[src/hw/rtl/spf_pkg.sv]
// Shared types and constants for the shortest-path frontier block.
// No dependencies.
package spf_pkg;

    localparam int NODES_DEFAULT = 64;
    localparam int OP_W          = 2;
    localparam int NODE_W        = 6;
    localparam int WEIGHT_W      = 16;
    localparam int DIST_W        = 31;
    localparam int CFG_W         = 7;
    localparam logic [CFG_W-1:0]  NODE_COUNT_RESET = 7'd64;
    localparam logic [DIST_W-1:0] DIST_INF = 31'h7FFF_FFFF;

    typedef enum logic [OP_W-1:0] {
        OP_INIT  = 2'd0,
        OP_RELAX = 2'd1,
        OP_POP   = 2'd2,
        OP_QUERY = 2'd3
    } op_t;

    typedef enum logic [1:0] {
        ST_IDLE,
        ST_PASS0,
        ST_PASS1,
        ST_RESULT
    } state_t;

    typedef struct packed {
        logic [DIST_W-1:0] distance;
        logic [NODE_W-1:0] pred;
        logic              pred_valid;
        logic              queued;
    } entry_t;

    localparam entry_t ENTRY_RESET = '{distance: DIST_INF, pred: '0, pred_valid: 1'b0,
                                       queued: 1'b0};

    // what the controller feeds into the first cell of the ring
    typedef struct packed {
        logic   shift;
        entry_t data;
    } chain_ctl_t;

endpackage

[src/hw/rtl/spf_cell.sv]
// One cell of the node ring: holds one node entry and hands it on when shifting.
// Depends on spf_pkg.
module spf_cell (
    input  logic            clk,
    input  logic            rst_n,
    input  logic            shift,
    input  spf_pkg::entry_t entry_in,
    output spf_pkg::entry_t entry_out
);
    import spf_pkg::*;

    entry_t entry_reg;
    entry_t entry_next;

    always_comb
    begin
        entry_next = shift ? entry_in : entry_reg;
    end

    always_ff @(posedge clk or negedge rst_n)
    begin
        if (!rst_n)
        begin
            entry_reg <= ENTRY_RESET;
        end
        else
        begin
            entry_reg <= entry_next;
        end
    end

    assign entry_out = entry_reg;

endmodule

[config.mk]
export PLATFORM = sky130hd
export DESIGN_NAME = spf_cell
export DESIGN_NICKNAME = d
export VERILOG_FILES = /design/src/hw/rtl/spf_pkg.sv /design/src/hw/rtl/spf_cell.sv
export SDC_FILE = /design/constraint.sdc
export NUM_CORES = 1
export LEC_CHECK = 0
export ABC_AREA = 1
export BUFFER_PORTS_ARGS = -buffer_cell sky130_fd_sc_hd__buf_2
export CORE_MARGIN = 1
export CORE_UTILIZATION = 39
export CTS_CLUSTER_DIAMETER = 60
export DETAILED_ROUTE_END_ITERATION = 8
export MAX_ROUTING_LAYER = met4
export PLACE_DENSITY = 0.74
export REMOVE_ABC_BUFFERS = 1
export SLEW_MARGIN = 20
export SYNTH_ARGS = -nofsm -noshare
export SYNTH_HDL_FRONTEND = slang
export SYNTH_SLANG_ARGS = --single-unit
[constraint.sdc]
create_clock -name clk -period 0.8 [get_ports clk]
set_input_delay 0.16 -clock clk [delete_from_list [all_inputs] [get_ports clk]]
set_output_delay 0.16 -clock clk [all_outputs]
set_load 0.01 [all_outputs]
After elaboration in Yosys (flattened, before gate mapping)
Cells that the tools add are included.
- flip-flop bits (word level): 39
- input bits: 42
- output and inout bits: 39
- word-level logic and storage cells: 4

Depth between registers and ports, before layout
- depth in word-level cells: 0
- depth in mapped cells: 5
- mapped depth without buffers: 3

Worst setup path before layout
Ideal clock, no wire load.
- path kind: register -> register
- start: reg, netlist name entry_out[36]
- end: reg entry_reg, in the netlist entry_out[36]
- library setup time: 60 ps
- data arrival time: 632 ps
- required time: 740 ps
- path slack: 108 ps
- stages on the path, launching flop included: 3
- path buffers: 0
- period minus slack after synthesis: 692 ps
- path through: dfstp_2 nand2_1 nand2_1
- RTL lines (item ; line ; RTL):
    end signal: assignment ; spf_cell.sv:28 ; entry_reg <= entry_next;
    end: declaration ; spf_cell.sv:12 ; entry_t entry_reg;

Worst setup path after layout
- start: reg entry_reg, in the netlist entry_out[35]
- end: out entry_out[35] (netlist bit)
- RTL lines (item ; line ; RTL):
    end: declaration ; spf_cell.sv:8 ; output spf_pkg::entry_t entry_out
No word-level cell between the ends.

==> results.md <==
## Global route
- **combined global-route utilization of all metal layers** 17.7%
- **number of global-route vias before repair** 1265
- **pin count of the biggest net entering global routing** 40
- **GR Overflow Total** 0
- **antenna violations before repair** 0
- **first-pass GRT wire length** 5.35 mm

## Setup path
- **category of the worst setup path capture point** output pin
- **cells along the critical path** buf_6
- **start-to-end type of the worst setup path** reg -> out
- **arrival time reported for the critical path endpoint** 920 ps
- **critical path launch point type** flop
- **Critical path buffers and inverters** 1
- **maximum single-stage delay on the critical path** 550 ps
- **kind of cell with the highest combined delay on the critical path** flip-flops
- **cell with the largest stage delay on the worst path** dfstp_2
- **maximum fanout along the worst path** 2
- **register-to-register path setup slack** 0 ps
- **Worst EP required** 640 ps

## Min path
- **hold crit path type** in -> reg

## Power and ir drop
- **PD cells** 1970 nW/µm²
- **switching power** 1100 µW
- **Final Power** 4640 µW
- **Internal Pwr Total** 3540 µW
- **worst ir drop on vdd** 1.21 mV
- **P_leak** 0.00127 µW
- **Switching Share** 23.7%
- **Sequential Power Share** 51.1%
- **Clock Power Share** 29.7%
- **fraction of power consumed by combinational cells** 19.2%

## Layout
- **Final Core Density** 63.8%
- **post-route design area** 2350 µm²
- **count of filler cells inserted in the layout** 323
- **antenna fix cells** 0
- **P&R area growth vs syn** 56.4%
- **multi-input logic area** 442 µm²
- **NumNets Final** 297
- **number of flip-flops in the largest register** 39
- **footprint of the flip-flops and latches** 1010 µm²
- **share of post-route cells with drive strength above 1** 50.8%

## Synth
- **fraction of registers with async set or reset after synthesis** 100%
- **part of the Yosys area used for sequential elements** 67.4%
- **Yosys reg bits** 39
- **most repeated cell in the gate-level netlist after synthesis** nand2_1
- **top area cells in the synthesized netlist** dfstp_2, nand2_1, dfrtp_1
- **most used flip-flop cell after synthesis** dfstp_2
- **count of cell types in the netlist** 6
- **number of warning messages in the yosys log** 0
- **dominant cell type by area after synthesis** dfstp_2
- **portion of synthesized cell area occupied by the leading cell type** 54.1%
- **Post-synth EDFFs** 0
- **Post-Synthesis Cells** 165
- **post-synthesis average cell area** 9.12 µm²
- **commonest cells in the synthesized netlist** nand2_1, dfstp_2, dfrtp_1, buf_2, buf_4
- **Syn Std Cell Area** 1510 µm²

## CTS
- **Root Buffer Master** clkbuf_8
- **maximum number of buffers from clock root to sink** 2
- **Clk pin slew, worst setup/hold paths** 70 ps
- **Num CTS Buffers** 5
- **# clock sinks** 39
- **maximum level of the CTS H-tree** 2
- **insertion delay to the later sink of the worst-skew pair** 270 ps
- **clock tree from TritonCTS** done

## Timing
- **hold violation count in the final report** 0
- **Worst slew margin** 86.6%
- **RSZ-0062 raised after global routing** true
- **Setup Skew** 0 ps
- **worst-case setup margin in the final layout** -278 ps
- **part of the cycle the worst path needs** 135%
- **total negative setup slack** -9520 ps
- **slew at the pin closest to its max-slew limit** 200 ps
- **Setup Viol. Count Final** 39
- **Achievable Freq** 0.927 GHz
- **Max Transition Viols Final** 0
- **Tmin final** 1080 ps

## Floorplanning
- **number of top-level design ports** 81
- **vertical extent of the die** 64.1 µm
- **placeable core region** 3690 µm²
- **die area** 4110 µm²
- **total number of placement rows** 22
- **initial core utilization** 40.8%
- **x dimension of the die** 64.1 µm

## Placed design
- **count of buffers from port buffering** 80
- **post-place instance area** 2010 µm²
- **HPWL after detailed placement** 2.24 mm
- **final weighted congestion in routability-driven placement** 0.671

## Drt
- **final routed wire length divided by cell count** 11.0 µm
- **total wire length after detailed routing** 3.34 mm
- **ratio of routed vias to standard cells** 4.39
- **number of detailed-routing iterations run before antenna repair** 6
- **Detail Route Antenna Nets** 0
- **Iteration-0 DRC Markers** 35
- **number of DRC violations after detailed routing** 0
- **via count** 1336

## Flow run
- **max_cap viols** 0

## Run status
- **violations in the final reports** negative setup slack
- **result of the run** finished with violations

-- cells in the final DEF, fill, tap and decap left out --
master / netlist / final
nand2_1: 117 / 116
clkbuf_1: 0 / 1
buf_2: 5 / 49
dfrtp_1: 8 / 8
nand2_2: 0 / 1
clkbuf_8: 0 / 7
inv_2: 1 / 1
buf_12: 0 / 4
dlygate4sd3_1: 0 / 1
dfstp_2: 31 / 31
buf_4: 3 / 5
buf_6: 0 / 32
-- power by group through the flow --
stage          clock network [µW]  logic, µW  registers (µW)
2_1_floorplan                   0        177            2460
3_3_place_gp                    0        690            2350
3_5_place_dp                    0        704            2370
4_1_cts                      1440        892            2370
5_1_grt                      1520        979            2390
6_report                     1380        893            2370
-- path summary, 6_finish.rpt --
| path | from | end | depth (start not counted) |
|---|---|---|---|
| max | entry_out[35] | entry_out[35] | 1 |
| min | entry_in[37] | entry_out[37] | 3 |
| max reg2reg | entry_out[32] | entry_out[32] | 3 |
| min reg2reg | entry_out[20] | entry_out[20] | 2 |
| max in group asynchronous | rst_n | entry_out[27] | 3 |
| min in group asynchronous | rst_n | entry_out[6] | 3 |
-- layout make-up --
type	instances	share of cell area, %
repair buffers	91	31.2
clock buffers	8	4.25
inverters	1	0.159
well taps	48	2.55
flip-flops and latches	39	43.1
multi-input cells	117	18.8
-- routing by layer --
| metal | vias to the layer above | part of all wire, % | global-route usage [%] |
|---|---|---|---|
| li1 | 670 | - | - |
| met2 | 49 | 55 | 32.6 |
| met5 | - | 0 | - |
| met1 | 615 | 41 | 19.5 |
| met3 | 2 | 3.9 | 3.21 |
| met4 | 0 | 0.36 | 5.00 |
-- cell families (layout without fill, tap and decap cells) --
logic type	after synthesis	after routing	share of synthesized area, %
DFF	39	39	67.4
and+or+nand+nor	117	117	29.2
buffers and inverters	9	100	3.41
-- metrics by stage --
stage	cells	setup WS, ps	hold WS, ps
floorplan	157	90.2	-136
detailed placement	290	0.202	144
CTS	303	-293	66.3
global placement	290	4.48	145
global route	304	-314	64.6
finish	304	-278	73.5
-- repair_timing --
action	4_1_cts	5_1_grt
hold endpoints to repair	8	0
setup buffers	4	1
pin swaps	0	1
hold buffers	1	0
endpoints found under the setup margin	39	42
gates resized for setup	31	2
Power figures use the tool's default switching activity.
